[src/rtl/ss_pkg.sv]
`timescale 1ns / 1ps
// ----------------------------------------------------------------------------
// ss_pkg: shared types and constants for the substring search core
// Command codes, register indexes, field widths and the structs that pass
// between the window chain, the match tracker and the top level.
// ----------------------------------------------------------------------------
package ss_pkg;

  localparam int CMD_W      = 2;
  localparam int IDX_W      = 4;
  localparam int BYTE_W     = 8;
  localparam int LEN_W      = 5;
  localparam int POS_W      = 17;
  localparam int CFG_IDX_W  = 1;
  localparam int CFG_DATA_W = 17;

  localparam logic [CMD_W-1:0] CMD_PATTERN = 2'd0;
  localparam logic [CMD_W-1:0] CMD_BYTE    = 2'd1;
  localparam logic [CMD_W-1:0] CMD_END     = 2'd2;

  localparam logic [CFG_IDX_W-1:0] REG_PATTERN_LENGTH = 1'b0;
  localparam logic [CFG_IDX_W-1:0] REG_START_POSITION = 1'b1;

  // events handed to the tracker for the item accepted this cycle
  typedef struct packed {
    logic take_byte;
    logic end_item;
    logic win_eq;
  } track_ctl_t;

  typedef struct packed {
    logic             found;
    logic [POS_W-1:0] position;
    logic             too_long;
  } result_t;

endpackage

[src/rtl/substring_search_core.sv]
`timescale 1ns / 1ps
// ----------------------------------------------------------------------------
// substring_search_core: streaming first-occurrence substring search
// Window of recent haystack bytes in a chain of cells, compared in parallel
// against the stored pattern on every byte.
// ----------------------------------------------------------------------------
// Usage:
//   Input channel (in_valid/in_ready) carries one item per handshake:
//   cmd 0 writes pattern byte in_pattern_index, cmd 1 feeds a haystack byte,
//   cmd 2 ends the haystack and produces one result, cmd 3 is dropped.
//   Result channel (out_valid/out_ready) carries found, position, too_long.
//   Config port: cfg_we writes pattern_length (index 0) or start_position
//   (index 1) from cfg_wdata in the same cycle; write only while idle.
// Timing:
//   One item per cycle sustained while no end item is held off (see Stall).
//   The byte shifts into the cell chain and is compared in the same cycle,
//   so the match decision uses the pattern and registers of that cycle.
//   The result of an end item appears on out_valid the next cycle.
// Stall:
//   A single output register holds the result. While it is full and
//   out_ready is low, only an end item is held off; pattern and haystack
//   items keep flowing.
// Reset:
//   Synchronous, active low. Clears config registers, counters, match state and
//   the output valid. Pattern bytes are undefined until written.
// ----------------------------------------------------------------------------
module substring_search_core #(
  parameter int MAX_PATTERN  = 16,
  parameter int MAX_HAYSTACK = 65536
) (
  input  logic                          clk,
  input  logic                          rst_n,
  // input item channel
  input  logic                          in_valid,
  output logic                          in_ready,
  input  logic [ss_pkg::CMD_W-1:0]      in_cmd,
  input  logic [ss_pkg::IDX_W-1:0]      in_pattern_index,
  input  logic [ss_pkg::BYTE_W-1:0]     in_data_byte,
  // result channel
  output logic                          out_valid,
  input  logic                          out_ready,
  output logic                          out_found,
  output logic [ss_pkg::POS_W-1:0]      out_position,
  output logic                          out_too_long,
  // configuration write port
  input  logic                          cfg_we,
  input  logic [ss_pkg::CFG_IDX_W-1:0]  cfg_index,
  input  logic [ss_pkg::CFG_DATA_W-1:0] cfg_wdata
);

  localparam int PIW = (MAX_PATTERN > 1) ? $clog2(MAX_PATTERN) : 1;

  // configuration registers
  logic [ss_pkg::LEN_W-1:0] plen_r;
  logic [ss_pkg::POS_W-1:0] start_r;
  logic [ss_pkg::LEN_W-1:0] ulen;

  // pattern store, written by cmd 0
  logic [MAX_PATTERN-1:0][ss_pkg::BYTE_W-1:0] pat_r;

  // cell chain
  logic [MAX_PATTERN-1:0][ss_pkg::BYTE_W-1:0] win;
  logic [MAX_PATTERN-1:0]                     cell_eq;

  logic               acc;
  logic               pat_acc;
  logic               byte_acc;
  logic               end_acc;
  logic               room;
  logic               shift_en;
  ss_pkg::track_ctl_t ctl;
  ss_pkg::result_t    res;

  logic            out_valid_r, out_valid_nxt;
  ss_pkg::result_t out_res_r;

  // only an end item needs the output register
  assign in_ready = (in_cmd != ss_pkg::CMD_END) || !out_valid_r || out_ready;

  assign acc      = in_valid && in_ready;
  assign pat_acc  = acc && (in_cmd == ss_pkg::CMD_PATTERN);
  assign byte_acc = acc && (in_cmd == ss_pkg::CMD_BYTE);
  assign end_acc  = acc && (in_cmd == ss_pkg::CMD_END);

  // lengths past the window size saturate
  always_comb begin
    if (32'(plen_r) > 32'(MAX_PATTERN)) begin
      ulen = ss_pkg::LEN_W'(MAX_PATTERN);
    end else begin
      ulen = plen_r;
    end
  end

  always_ff @(posedge clk) begin
    if (!rst_n) begin
      plen_r  <= '0;
      start_r <= '0;
    end else if (cfg_we) begin
      unique case (cfg_index)
        ss_pkg::REG_PATTERN_LENGTH: plen_r  <= cfg_wdata[ss_pkg::LEN_W-1:0];
        ss_pkg::REG_START_POSITION: start_r <= cfg_wdata[ss_pkg::POS_W-1:0];
        default: ;
      endcase
    end
  end

  // out-of-range pattern indexes are ignored
  always_ff @(posedge clk) begin
    if (pat_acc && (32'(in_pattern_index) < 32'(MAX_PATTERN))) begin
      pat_r[PIW'(in_pattern_index)] <= in_data_byte;
    end
  end

  // bytes past the haystack limit are dropped, window holds
  assign shift_en = byte_acc && room;

  for (genvar j = 0; j < MAX_PATTERN; j++) begin : g_cell
    logic [ss_pkg::BYTE_W-1:0] din;
    if (j == 0) begin : g_head
      assign din = in_data_byte;
    end else begin : g_link
      assign din = win[j-1];
    end
    ss_cell #(
      .IDX         (j),
      .MAX_PATTERN (MAX_PATTERN)
    ) u_cell (
      .clk      (clk),
      .shift_en (shift_en),
      .din      (din),
      .pattern  (pat_r),
      .ulen     (ulen),
      .dout     (win[j]),
      .eq       (cell_eq[j])
    );
  end

  assign ctl.take_byte = byte_acc;
  assign ctl.end_item  = end_acc;
  assign ctl.win_eq    = &cell_eq;

  ss_track #(
    .MAX_HAYSTACK (MAX_HAYSTACK)
  ) u_track (
    .clk   (clk),
    .rst_n (rst_n),
    .ctl   (ctl),
    .ulen  (ulen),
    .start (start_r),
    .room  (room),
    .res   (res)
  );

  // output register
  always_comb begin
    out_valid_nxt = out_valid_r;
    priority if (end_acc) begin
      out_valid_nxt = 1'b1;
    end else if (out_ready) begin
      out_valid_nxt = 1'b0;
    end
  end

  always_ff @(posedge clk) begin
    if (!rst_n) begin
      out_valid_r <= 1'b0;
    end else begin
      out_valid_r <= out_valid_nxt;
    end
  end

  always_ff @(posedge clk) begin
    if (end_acc) begin
      out_res_r <= res;
    end
  end

  assign out_valid    = out_valid_r;
  assign out_found    = out_res_r.found;
  assign out_position = out_res_r.position;
  assign out_too_long = out_res_r.too_long;

`ifndef NO_ASSERTIONS
  a_end_gives_result: assert property (@(posedge clk) disable iff (!rst_n)
    end_acc |=> out_valid_r)
    else $error("end item did not load the output register");

  a_no_pos_without_found: assert property (@(posedge clk) disable iff (!rst_n)
    (out_valid_r && !out_found) |-> (out_position == '0))
    else $error("position set on a result with no match");

  a_byte_enters_chain: assert property (@(posedge clk) disable iff (!rst_n)
    shift_en |=> (win[0] == $past(in_data_byte)))
    else $error("haystack byte did not enter the head cell");

  a_end_not_lost: assert property (@(posedge clk) disable iff (!rst_n)
    (out_valid_r && !out_ready) |-> !end_acc)
    else $error("end item accepted over a held result");
`endif

endmodule

[src/rtl/ss_cell.sv]
`timescale 1ns / 1ps
// ----------------------------------------------------------------------------
// ss_cell: one window cell
// Holds one haystack byte, passes it to the next cell on each shift and
// compares the byte it is about to take with its aligned pattern byte.
// ----------------------------------------------------------------------------
module ss_cell #(
  parameter int IDX         = 0,
  parameter int MAX_PATTERN = 16
) (
  input  logic                                     clk,
  input  logic                                     shift_en,
  input  logic [ss_pkg::BYTE_W-1:0]                din,
  input  logic [MAX_PATTERN-1:0][ss_pkg::BYTE_W-1:0] pattern,
  input  logic [ss_pkg::LEN_W-1:0]                 ulen,
  output logic [ss_pkg::BYTE_W-1:0]                dout,
  output logic                                     eq
);

  localparam int PIW = (MAX_PATTERN > 1) ? $clog2(MAX_PATTERN) : 1;

  logic [ss_pkg::BYTE_W-1:0] byte_r;
  logic [6:0]                sel_full;
  logic [PIW-1:0]            sel;
  logic                      used;

  // cell IDX pairs with pattern byte (ulen - 1 - IDX)
  always_comb begin
    sel_full = 7'(ulen) - 7'(IDX) - 7'd1;
    sel      = sel_full[PIW-1:0];
    used     = 7'(ulen) > 7'(IDX);
    eq       = !used || (din == pattern[sel]);
  end

  always_ff @(posedge clk) begin
    if (shift_en) begin
      byte_r <= din;
    end
  end

  assign dout = byte_r;

endmodule

[src/rtl/ss_track.sv]
`timescale 1ns / 1ps
// ----------------------------------------------------------------------------
// ss_track: byte count and first-match tracker
// Counts haystack bytes, keeps the earliest qualifying match start and the
// overflow flag, and forms the result for an end item.
// ----------------------------------------------------------------------------
module ss_track #(
  parameter int MAX_HAYSTACK = 65536
) (
  input  logic                      clk,
  input  logic                      rst_n,
  input  ss_pkg::track_ctl_t        ctl,
  input  logic [ss_pkg::LEN_W-1:0]  ulen,
  input  logic [ss_pkg::POS_W-1:0]  start,
  output logic                      room,
  output ss_pkg::result_t           res
);

  localparam int CW   = $clog2(MAX_HAYSTACK + 1);
  localparam int CMPW = (CW > ss_pkg::POS_W) ? CW : ss_pkg::POS_W;

  logic [CW-1:0] cnt_r, cnt_nxt;
  logic          mseen_r, mseen_nxt;
  logic          ovf_r, ovf_nxt;
  logic [CW-1:0] mstart_r;
  logic [CW-1:0] cnt_inc;
  logic          cand_ok;
  logic          hit;
  logic          empty;

  always_comb begin
    cnt_inc = cnt_r + CW'(1);
    room    = cnt_r < CW'(MAX_HAYSTACK);
    // start of the candidate (cnt_inc - ulen) is not before start
    cand_ok = (CMPW+1)'(cnt_inc) >= ((CMPW+1)'(ulen) + (CMPW+1)'(start));
    hit     = ctl.take_byte && room && !mseen_r && (ulen != '0) &&
              ctl.win_eq && cand_ok;
  end

  always_comb begin
    cnt_nxt   = cnt_r;
    mseen_nxt = mseen_r;
    ovf_nxt   = ovf_r;
    priority if (ctl.end_item) begin
      cnt_nxt   = '0;
      mseen_nxt = 1'b0;
      ovf_nxt   = 1'b0;
    end else if (ctl.take_byte) begin
      if (!room) begin
        ovf_nxt = 1'b1;
      end else begin
        cnt_nxt = cnt_inc;
        if (hit) begin
          mseen_nxt = 1'b1;
        end
      end
    end
  end

  always_ff @(posedge clk) begin
    if (!rst_n) begin
      cnt_r   <= '0;
      mseen_r <= 1'b0;
      ovf_r   <= 1'b0;
    end else begin
      cnt_r   <= cnt_nxt;
      mseen_r <= mseen_nxt;
      ovf_r   <= ovf_nxt;
    end
  end

  // only read while mseen_r is set
  always_ff @(posedge clk) begin
    if (hit) begin
      mstart_r <= cnt_inc - CW'(ulen);
    end
  end

  always_comb begin
    empty        = (ulen == '0);
    res.too_long = ovf_r;
    if (empty) begin
      res.found    = CMPW'(start) <= CMPW'(cnt_r);
      res.position = res.found ? start : '0;
    end else begin
      res.found    = mseen_r;
      res.position = mseen_r ? ss_pkg::POS_W'(mstart_r) : '0;
    end
  end

endmodule

[config.mk]
export PLATFORM = sky130hd
export DESIGN_NAME = substring_search_core
export DESIGN_NICKNAME = d
export VERILOG_FILES = /design/src/rtl/ss_pkg.sv /design/src/rtl/substring_search_core.sv /design/src/rtl/ss_cell.sv /design/src/rtl/ss_track.sv
export SDC_FILE = /design/constraint.sdc
export NUM_CORES = 1
export LEC_CHECK = 0
export BUFFER_PORTS_ARGS = -buffer_cell sky130_fd_sc_hd__buf_2
export CORE_ASPECT_RATIO = 1.4
export CORE_MARGIN = 3
export CORE_UTILIZATION = 38
export CTS_BUF_LIST = sky130_fd_sc_hd__clkbuf_2
export DETAILED_ROUTE_END_ITERATION = 7
export MAX_ROUTING_LAYER = met4
export PLACE_DENSITY_LB_ADDON = 0.1
export SYNTH_ARGS = -nofsm -noshare
export SYNTH_HDL_FRONTEND = slang
export SYNTH_SLANG_ARGS = --single-unit
[constraint.sdc]
create_clock -name clk -period 5.1 [get_ports clk]
set_input_delay 0.255 -clock clk [delete_from_list [all_inputs] [get_ports clk]]
set_output_delay 0.255 -clock clk [all_outputs]
set_load 0.01 [all_outputs]
Word-level counts from Yosys, hierarchy flattened. Index checks and enable logic that the tools add are counted.

Bits in registers: 326. Bits in latches: 0. RAM bits: 0. ROM bits: 0. Input port bits: 37. Word-level logic and storage cells: 232. Memories kept: 0.

$add $sub $neg: 33. Multipliers: 0. Divide/modulo/power cells: 0. Order comparisons: 38. Equal/unequal tests: 19. Shift-type cells: 0. Multiplexer cells: 41. Bitwise gates (word level): 3. Reductions and logical operators: 57.

Operators with widths (number): 8-bit binary-select mux with 4-bit select (16); 8-bit two-way mux (17); 128-bit bitwise mux (1); 8-bit equality test (16); 4-bit by 5-bit < comparator with 1-bit output (second input constant) (17); 4-bit by 1-bit subtractor with 4-bit output (second input constant) (15); 5-bit by 4-bit greater-than comparator with 1-bit output (second input constant) (8); 17-bit two-way mux (2); 8-bit demux with 4-bit select (1); 4-bit subtractor (second input constant) (8); 5-bit by 3-bit greater-than comparator with 1-bit output (second input constant) (4); 5-bit by 17-bit adder with 18-bit output (1); 17-bit by 18-bit >= comparator with 1-bit output (1); 1-bit zero test (18); 1-bit logical OR (18); 18-bit two-way mux (1); 17-bit by 1-bit adder with 17-bit output (second input constant) (1); 17-bit <= comparator (1); 17-bit < comparator (second input constant) (1); 17-bit by 5-bit subtractor with 17-bit output (1); 16-bit AND reduction (1); 4-bit by 3-bit subtractor with 4-bit output (second input constant) (4); 4-bit by 2-bit subtractor with 4-bit output (second input constant) (3); 5-bit by 1-bit greater-than comparator with 1-bit output (second input constant) (2); 17 further kinds (33).

Longest topological paths before layout. Gate-level depths: netlist of run 1.

Word-level depth: 12. Depth in mapped cells: 28. Depth with buffers taken out: 24.

Hierarchy. Synthesis of run 1 repeated with hierarchy kept, for this count alone.

Cell total of the unflattened synthesis: 2398. Area total of the unflattened synthesis: 33079.2 µm².

By module, submodules not included: substring_search_core (instances 1, cells each 288, area each 5542.8 µm², seq. area each 4874.7 µm²); ss_track (instances 1, cells each 437, area each 3693.5 µm², seq. area each 890.9 µm²); ss_cell (g_cell[11].u_cell) (instances 1, cells each 140, area each 1724.2 µm², seq. area each 240.2 µm²); ss_cell (g_cell[3].u_cell) (instances 1, cells each 140, area each 1641.6 µm², seq. area each 240.2 µm²); ss_cell (g_cell[15].u_cell) (instances 1, cells each 141, area each 1591.5 µm², seq. area each 240.2 µm²); ss_cell (g_cell[9].u_cell) (instances 1, cells each 94, area each 1536.5 µm², seq. area each 240.2 µm²); ss_cell (g_cell[7].u_cell) (instances 1, cells each 108, area each 1522.7 µm², seq. area each 240.2 µm²); ss_cell (g_cell[1].u_cell) (instances 1, cells each 92, area each 1505.2 µm², seq. area each 240.2 µm²); ss_cell (g_cell[5].u_cell) (instances 1, cells each 91, area each 1500.2 µm², seq. area each 240.2 µm²); ss_cell (g_cell[13].u_cell) (instances 1, cells each 94, area each 1453.9 µm², seq. area each 240.2 µm²); ss_cell (g_cell[4].u_cell) (instances 1, cells each 101, area each 1443.9 µm², seq. area each 240.2 µm²); ss_cell (g_cell[12].u_cell) (instances 1, cells each 100, area each 1437.6 µm², seq. area each 240.2 µm²); ss_cell (g_cell[6].u_cell) (instances 1, cells each 92, area each 1426.4 µm², seq. area each 240.2 µm²); ss_cell (g_cell[0].u_cell) (instances 1, cells each 90, area each 1421.4 µm², seq. area each 240.2 µm²); +4 rows.

Least setup slack after synthesis of run 1. OpenSTA, ideal clock, no wires.

Path kind: flip-flop to flip-flop. From: reg plen_r[4] in the netlist's numbering. To: reg u_track.mstart_r[0] (enable). Data arrival time: 4.602 ns. Slack: 0.110 ns. Stages on the path, launching flop included: 20. Path buffers: 7. Cell sequence: dfxtp_1 buf_6 buf_2 buf_2 clkbuf_1 buf_2 nor2b_1 ha_1 buf_2 clkbuf_1 nor2_1 mux2i_1 a211oi_2 o32ai_1 or4_1 a222oi_1 nand4b_1 a22oi_2 o2111ai_2 a2111oi_4.

Cells in the longest elaborated chain, start to end: 11.

Ends and longest elaborated chain: start: declaration (RTL line substring_search_core.sv:54) `logic [ss_pkg::LEN_W-1:0] plen_r;`; start signal: assignment (RTL line substring_search_core.sv:100) `ss_pkg::REG_PATTERN_LENGTH: plen_r <= cfg_wdata[ss_pkg::LEN_W-1:0];`; 5-bit greater-than comparator (RTL line substring_search_core.sv:87) `if (32'(plen_r) > 32'(MAX_PATTERN)) begin`; 5-bit two-way mux * (RTL line substring_search_core.sv:87); 4-bit by 1-bit subtractor with 4-bit output (tied with other cells) (RTL line ss_cell.sv:29) `sel_full = 7'(ulen) - 7'(IDX) - 7'd1;`; 4-bit by 2-bit subtractor with 4-bit output / 4-bit by 1-bit subtractor with 4-bit output (equally long branches) (RTL line ss_cell.sv:29); 8-bit binary-select mux with 4-bit select (RTL line ss_cell.sv:32) `eq = !used || (din == pattern[sel]);`; 8-bit two-way mux (not written as such) (RTL line ss_cell.sv:32); 8-bit equality test (RTL line ss_cell.sv:32); 1-bit logical OR (RTL line ss_cell.sv:32); 16-bit AND reduction (RTL line substring_search_core.sv:140) `assign ctl.win_eq = &cell_eq;`; 1-bit logical AND (RTL line ss_track.sv:36) `hit = ctl.take_byte && room && !mseen_r && (ulen != '0) &&`; 1-bit logical AND * (RTL line ss_track.sv:37) `ctl.win_eq && cand_ok;`; named net u_track.hit (RTL line ss_track.sv:28) `logic hit;`; end signal: assignment (RTL line ss_track.sv:75) `mstart_r <= cnt_inc - CW'(ulen);`; end: declaration (RTL line ss_track.sv:25) `logic [CW-1:0] mstart_r;`.

Mark *: on every way through the listed nets, which the timed path passes. The rest lies on a longest branch. The select of a mux whose other input is x is not followed. A chain may end at the register's enable or synchronous reset.

Worst setup path in the final report of run 1.
From: reg plen_r[1] in the netlist's numbering. To: reg u_track.mstart_r[4] (enable).

Same word-level chain as after synthesis.

==> reports/summary.log, run 1 <==
[run_status] status complete, no violations
[yosys] synthesized netlist net count 2,343
[yosys] post-synth top area cell sky130_fd_sc_hd__edfxtp_1
[floorplan] overall die area 64,100 um2
[min_path] min-delay worst type in -> reg
[yosys] Cell variety after synth 105
[floorplan] total I/O pin count 58
[critical_path] sort of element at the start of the critical path flip-flop
[yosys] mean instance size in the synthesized netlist 10.3 um2
[yosys] number of cells produced by synthesis 2,253
[clock_network] count of clock tree sinks 326
[timing] Setup Viol. Count Final 0
[clock_network] TritonCTS clock tree done
[floorplan] Die W 215 um
[grt] maximum number of pins on one net before global-route repair 74
[drt] First-pass DRT Iterations 8
[placed_design] Buffers on Ports 57
[timing] share of the clock period used by the worst path after layout 99.0%
[grt] overall overflow remaining after global route 0
[timing] Min Hold Slack 0.161 ns
[drt] post-detailed-route via-to-cell ratio 6.15
[yosys] YS warnings 0
[timing] maximum clock frequency 0.198 GHz
[critical_path] most repeated library cell on the critical path sky130_fd_sc_hd__buf_4
[power_and_ir_drop] total leakage power 0.0102 uW
[power_and_ir_drop] switching share of power 35.1%
[critical_path] Top delay family on crit path compound AO/OA/AOI/OAI gates
[timing] max-slew violations 0
[critical_path] cell with the largest stage delay on the worst path sky130_fd_sc_hd__o221ai_1
[critical_path] Slowest Stage Delay on Critical Path 0.70 ns
[critical_path] FF-to-FF setup slack 0.05 ns
[drt] detailed-route via count 20,900
[yosys] fraction of the yosys area taken by sequential cells 40.4%
[timing] final total negative setup slack 0 ns
[layout] number of nets in the final layout 2,611
[timing] worst clock skew on the final layout 0.0900 ns
[flow_run] # Max-Cap Violations 0
[clock_network] Root Buffer sky130_fd_sc_hd__clkbuf_2
[yosys] number of synthesized flops with an enable pin 284
[power_and_ir_drop] Reg power frac 44.2%
[yosys] Mapped Area 23,200 um2
[floorplan] die height 298 um
[floorplan] core region area 60,100 um2
[yosys] most used flip-flop cell after synthesis sky130_fd_sc_hd__edfxtp_1
[clock_network] latest clock arrival within the worst-skew pair 1.10 ns
[drt] post-DR wirelength/cell 31.2 um
[power_and_ir_drop] maximum VDD drop 142 uV
[critical_path] Crit path required time 5.83 ns
[yosys] largest cells by area after synthesis sky130_fd_sc_hd__edfxtp_1 (37%), sky130_fd_sc_hd__mux2i_1 (10%), sky130_fd_sc_hd__nand2_1 (3.9%)
[layout] final-layout fill cell count 5,804
[critical_path] highest fanout seen on the critical path 27
[timing] Tightest Pin Transition 1.16 ns
[timing] Final min period 5.05 ns
[drt] DR DRC count 0
[grt] initial antenna violation count 1
[placed_design] placed cell areas 25,200 um2
[yosys] flip-flop and latch count after synthesis 326
[timing] worst setup slack after layout 0.0516 ns
[critical_path] Worst Path Arrival 5.77 ns
[yosys] proportion of netlist area held by the largest area contributor 36.8%
[drt] number of DRC markers in iteration 0 2,442
[placed_design] worst slack, placed 0.131 ns
[grt] vias in the first global route 20,600
[critical_path] number of buffers and inverters on the critical path 4
[power_and_ir_drop] net switching component of the power 2380 uW
[clock_network] H-Tree Level Count 3
[drt] total wire length after detailed routing 106 mm
[critical_path] crit path cell chain buf_4, buf_4, nor2b_1, a21oi_1, o221ai_1, nand3_1, a41o_1, a222oi_1, buf_4, nand4b_1, a22oi_2, o2111ai_2, a2111oi_4, buf_12
[power_and_ir_drop] power per cell area 251 nW/um2
[layout] proportion of layout cells with a drive suffix above 1 17.8%
[timing] setup repair after global routing missed its margin no
[timing] worst slew margin relative to its limit 22.2%
[placed_design] weighted congestion reported at the end of routability-driven placement 0.990
[floorplan] row cnt 106
[layout] area delta synth->final 16.2%
[clock_network] clk slew on worst S/H paths 0.13 ns
[grt] global router's overall resource usage 33.1%
[clock_network] number of buffers added by the clock tree synthesis step 87
[clock_network] Clock Path Buffers 3
[drt] Routed Antenna Nets 0
[power_and_ir_drop] internal power 4400 uW
[timing] number of failing hold endpoints at the final stage 0
[critical_path] critical path class reg -> reg
[placed_design] DP HPWL 83.2 mm
[layout] core utilization of the finished layout 44.9%
[floorplan] Initial Util 38.6%
[grt] first-pass GRT wire length 148 mm
[layout] Finished Cell Area 27,000 um2
[critical_path] type of destination of the critical path flip-flop
[power_and_ir_drop] share of power burned in combinational logic 27.1%
[power_and_ir_drop] part of the total power dissipated in the clock network 28.7%
[yosys] fraction of synthesis flops using an asynchronous set or reset pin 0%
-- per-layer routing --
layer	track usage [%]	wire length, um	part of all wire (%)
met4	19.9	7460	7.1
met1	36.8	39500	37
met5	-	0	0
met3	4.02	5650	5.3
met2	56.9	53200	50
-- per-stage QoR --
step           cells  power, uW
6_report        3394       6780
5_1_grt         3393       7070
4_1_cts         3387       6820
3_5_place_dp    3146       4810
3_3_place_gp    3146       4810
2_1_floorplan   2253       4110
-- synthesized netlist by cell type (all sizes together), types with 13 or more instances --
cell type / instances
dfxtp: 42
and3: 13
nor3: 24
o21a: 16
clkbuf: 56
and2: 18
nand4: 32
o21ai: 68
nand2b: 32
mux2: 29
o211ai: 23
nand2: 244
a22o: 33
xor2: 93
edfxtp: 284
a21boi: 22
mux4: 18
o221ai: 31
a22oi: 61
nor2: 110
ha: 52
a32oi: 13
inv: 45
nor4: 22
a21oi: 68
a221oi: 18
mux2i: 245
nand3: 37
buf: 89
o22ai: 55
a211oi: 22
o32ai: 19
xnor2: 85
nor3b: 21
nor2b: 36
a21o: 22
a31oi: 14
-- state kept, by name, summed over array words and instances (netlist names) --
register	flops
out_too_long	1
out_valid	1
g_cell.u_cell.dout	120
out_position	17
start_r	17
u_track.cnt_r	17
u_track.mseen_r	1
out_found	1
u_track.ovf_r	1
pat_r	128
u_track.mstart_r	17
plen_r	5
-- repair_timing --
action / in CTS / in global routing
setup endpoints to repair: 0 / 18
hold buffers: 91 / 0
resized for setup: 0 / 2
setup buffers: 0 / 5
endpoints found under the hold margin: 325 / 0
-- cells in the final DEF, fill, tap and decap left out, drive strengths merged, types with 61 or more instances in the layout --
cell           n
edfxtp       284
mux2i        245
o21ai         68
dlygate4sd3   91
xnor2         85
nand2        244
a22oi         61
buf          233
clkbuf       127
nor2         110
a21oi         68
xor2          93
-- final timing paths --
check | start | end | cells past startpoint
worst max-delay path | plen_r[1] | u_track.mstart_r[4] | 14
worst min-delay path | in_data_byte[6] | pat_r[62] | 2
worst max register to register | plen_r[1] | u_track.mstart_r[4] | 14
worst min register to register | g_cell[9].u_cell.dout[3] | g_cell[10].u_cell.dout[3] | 0
-- cell type report --
cell class / instances / area, um2 / area share, %
multi-input combinational: 1736 / 12900 / 47.9
antenna: 2 / 5.00 / 0.0186
clock inverter: 23 / 146 / 0.543
inverter: 46 / 175 / 0.650
sequential: 326 / 9380 / 34.8
tap: 810 / 1010 / 3.76
clock buffer: 127 / 636 / 2.36
timing repair buffer: 324 / 2690 / 9.99
-- kinds of logic (layout without fill, tap and decap cells) --
group | count (synthesis) | in the layout | share of synthesized area [%]
other | 0 | 2 | 0
xor gates and xnor gates | 178 | 178 | 6.79
and+or+nand+nor | 647 | 647 | 14.0
adders and majority gates | 53 | 53 | 2.89
AOI/OAI and AO/OA | 566 | 566 | 18.0
buffers and inverters | 191 | 520 | 4.09
DFF | 326 | 326 | 40.4
muxes | 292 | 292 | 13.9
-- power groups by stage --
stage / Combinational, uW / Sequential [uW] / Clock (uW)
after detailed placement: 1750 / 3060 / 0
after CTS: 1810 / 3000 / 2020
after floorplan: 1070 / 3040 / 0
after global routing: 1920 / 3000 / 2140
after global placement: 1750 / 3060 / 0
final: 1830 / 3000 / 1950
(Power assumes the default switching activity.)
==> run 2: changes to the inputs <==
--- a/config.mk
+++ b/config.mk
@@ -6,6 +6,8 @@
 export NUM_CORES = 1
 export LEC_CHECK = 0
 export BUFFER_PORTS_ARGS = -buffer_cell sky130_fd_sc_hd__buf_2
+export CELL_PAD_IN_SITES_DETAIL_PLACEMENT = 0
+export CELL_PAD_IN_SITES_GLOBAL_PLACEMENT = 1
 export CORE_ASPECT_RATIO = 1.4
 export CORE_MARGIN = 3
 export CORE_UTILIZATION = 38
==> run 2 against run 1 <==
Die area unchanged. Count of clock-buffer cells in the layout increased by 8. Sequential cell count unchanged. Total power increased by 2.0%. Utilization increased by 0.20 points. Final area increased by 0.45%. First-iteration DRC count decreased by 10%. Combinational power about the same. Register-to-register slack improved by 0.09 ns. Largest power group unchanged. Clock skew decreased by 0.026 ns. Critical path depth decreased by 1. Global-route usage increased by 1.4 points.
==> reports/summary.log, run 2 (same netlist as run 1, synthesis figures left out) <==
[power_and_ir_drop] share of power burned in combinational logic 26.7%
[critical_path] Critical R2R Launch plen_r[2]
[timing] number of failing hold endpoints at the final stage 0
[floorplan] total I/O pin count 58
[drt] total wire length after detailed routing 109 mm
[min_path] Worst Hold Path EP g_cell[0].u_cell.dout[4]
[critical_path] Slowest Stage Delay on Critical Path 0.93 ns
[timing] max-slew violations 0
[layout] number of standard cells in the final layout excluding fillers 3,402
[critical_path] type of destination of the critical path flip-flop
[critical_path] sort of element at the start of the critical path flip-flop
[grt] vias in the first global route 20,900
[layout] Finished Cell Area 27,100 um2
[timing] final total negative setup slack 0 ns
[critical_path] Worst Path Arrival 5.78 ns
[run_status] status complete, no violations
[critical_path] critical path class reg -> reg
[placed_design] worst slack, placed 0.223 ns
[drt] First-pass DRT Iterations 6
[drt] detailed-route via count 20,800
[floorplan] Initial Util 38.6%
[drt] Routed Antenna Nets 0
[clock_network] Clock Path Buffers 3
[floorplan] die height 298 um
[power_and_ir_drop] Reg power frac 43.3%
[power_and_ir_drop] total leakage power 0.0102 uW
[power_and_ir_drop] part of the total power dissipated in the clock network 30.0%
[layout] register bank with the most flops pat_r
[floorplan] Die W 215 um
[timing] worst setup slack after layout 0.139 ns
[drt] number of DRC markers in iteration 0 2,198
[critical_path] Reg2Reg Capture Point u_track.mstart_r[13]
[power_and_ir_drop] net switching component of the power 2440 uW
[clock_network] number of buffers added by the clock tree synthesis step 90
[clock_network] TritonCTS clock tree done
[drt] post-DR wirelength/cell 32.1 um
[timing] worst clock skew on the final layout 0.0639 ns
[layout] commonest non-fill, non-tap cell in the layout sky130_fd_sc_hd__edfxtp_1
[floorplan] core region area 60,100 um2
[placed_design] placed cell areas 25,200 um2
[floorplan] row cnt 106
[grt] global router's overall resource usage 34.5%
[min_path] min-delay worst type in -> reg
[timing] share of the clock period used by the worst path after layout 97.3%
[min_path] cell depth of the worst hold path 2
[layout] area taken by multi-input logic gates 12,900 um2
[timing] Final min period 4.96 ns
[critical_path] FF-to-FF setup slack 0.14 ns
[floorplan] overall die area 64,100 um2
[timing] Tightest Pin Transition 1.17 ns
[layout] core utilization of the finished layout 45.1%
[placed_design] DP HPWL 84.0 mm
[layout] proportion of layout cells with a drive suffix above 1 17.7%
[timing] maximum clock frequency 0.202 GHz
[flow_run] # Max-Cap Violations 0
[layout] area delta synth->final 16.7%
[grt] first-pass GRT wire length 153 mm
[power_and_ir_drop] power per cell area 255 nW/um2
[critical_path] crit path cell chain buf_4, or4b_4, a21boi_4, buf_4, mux2i_1, mux2i_1, o21ai_0, xor2_1, nor4_1, a41o_1, nand4_1, a2111oi_4, buf_12
[clock_network] clk slew on worst S/H paths 0.11 ns
[critical_path] highest fanout seen on the critical path 26
[clock_network] latest clock arrival within the worst-skew pair 1.17 ns
[critical_path] Worst Reg2Reg Path Length in Cells 13
[timing] Setup Viol. Count Final 0
[timing] setup repair after global routing missed its margin no
[layout] number of nets in the final layout 2,614
[grt] initial antenna violation count 4
[layout] FF+latch area 9380 um2
[drt] DR DRC count 0
[placed_design] total instance count after detailed placement 3,140
[power_and_ir_drop] maximum VDD drop 168 uV
[placed_design] Buffers on Ports 57
[clock_network] H-Tree Level Count 3
[layout] highest-count cells in the layout ignoring fill and taps sky130_fd_sc_hd__edfxtp_1 (284), sky130_fd_sc_hd__mux2i_1 (243), sky130_fd_sc_hd__nand2_1 (242)
[layout] final-layout fill cell count 5,817
[min_path] startpoint of the worst hold path in_data_byte[4]
[power_and_ir_drop] switching share of power 35.3%
[grt] maximum number of pins on one net before global-route repair 99
[power_and_ir_drop] internal power 4480 uW
[critical_path] cell with the largest stage delay on the worst path sky130_fd_sc_hd__a21boi_4
[drt] post-detailed-route via-to-cell ratio 6.13
[critical_path] Crit path required time 5.92 ns
[clock_network] count of clock tree sinks 326
[placed_design] weighted congestion reported at the end of routability-driven placement 0.967
[clock_network] Root Buffer sky130_fd_sc_hd__clkbuf_2
[layout] Largest register FFs 128
[grt] overall overflow remaining after global route 0
[timing] worst slew margin relative to its limit 19.8%
[run 2: cell count changes in the layout (fill, tap and decap cells not counted), moves of 2 or more]
cell / previous run / this run
sky130_fd_sc_hd__clkinv_4: 0 / 2
sky130_fd_sc_hd__buf_4: 162 / 151
sky130_fd_sc_hd__clkbuf_2: 127 / 135
sky130_fd_sc_hd__nor2_2: 5 / 7
sky130_fd_sc_hd__dlygate4sd3_1: 91 / 102
sky130_fd_sc_hd__clkinv_2: 6 / 3
sky130_fd_sc_hd__nor2_1: 105 / 103
[run 2: layer usage]
metal / routed length [um] / vias up / GRT usage (%)
li1: - / 9285 / -
met1: 39600 / 10200 / 37.7
met2: 54100 / 1023 / 58.3
met3: 6580 / 306 / 4.92
met4: 8950 / 0 / 23.2
met5: 0 / - / -
[run 2: layout make-up]
class / count / area share, %
diodes: 2 / 0.0185
clock inverters: 23 / 0.661
flip-flops and latches: 326 / 34.6
multi-input cells: 1736 / 47.8
repair buffers: 324 / 10.0
clock buffers: 135 / 2.50
well taps: 810 / 3.74
inverters: 46 / 0.647
[run 2: metrics by stage]
step | power [uW] | hold slack, ns
final | 6920 | 0.170
after floorplan | 4110 | 0.354
after global routing | 7230 | 0.0725
after CTS | 6980 | 0.0263
after global placement | 4820 | 0.422
after detailed placement | 4830 | 0.424
[run 2: what timing repair did]
| action | 4_1_cts | 5_1_grt |
|---|---|---|
| endpoints found under the setup margin | 0 | 17 |
| buffers inserted | 0 | 0 |
| resized for setup | 0 | 3 |
| hold buffers | 102 | 0 |
| hold endpoints to repair | 325 | 0 |
[run 2: power by group through the flow]
| stage | Sequential, uW | Clock [uW] | Combinational (uW) |
|---|---|---|---|
| after floorplan | 3040 | 0 | 1070 |
| after global placement | 3060 | 0 | 1770 |
| after detailed placement | 3060 | 0 | 1770 |
| after CTS | 3000 | 2160 | 1830 |
| after global routing | 3000 | 2290 | 1930 |
| final | 3000 | 2070 | 1850 |
[run 2: worst max path at each step]
| stage | start | endpoint | slack [ns] | cells past startpoint |
|---|---|---|---|---|
| finish | plen_r[2] | u_track.mstart_r[13] | 0.14 | 13 |
| global route | plen_r[2] | u_track.mstart_r[5] | 0.03 | 13 |
| CTS | plen_r[2] | u_track.mstart_r[13] | 0.17 | 13 |
| detailed placement | plen_r[2] | u_track.mstart_r[0] | 0.22 | 13 |
| global placement | plen_r[4] | u_track.mstart_r[14] | 0.18 | 13 |
| floorplan | plen_r[4] | u_track.mstart_r[0] | 0.11 | 19 |
[run 2: critical path, delay by kind of cell, from the launching register on]
family | cells | cell delay [ns]
muxes | 2 | 0.38
xor gates and xnor gates | 1 | 0.15
buffers and inverters | 3 | 0.89
AOI/OAI and AO/OA | 4 | 2.05
and+or+nand+nor | 3 | 0.80
DFF | 1 | 0.32
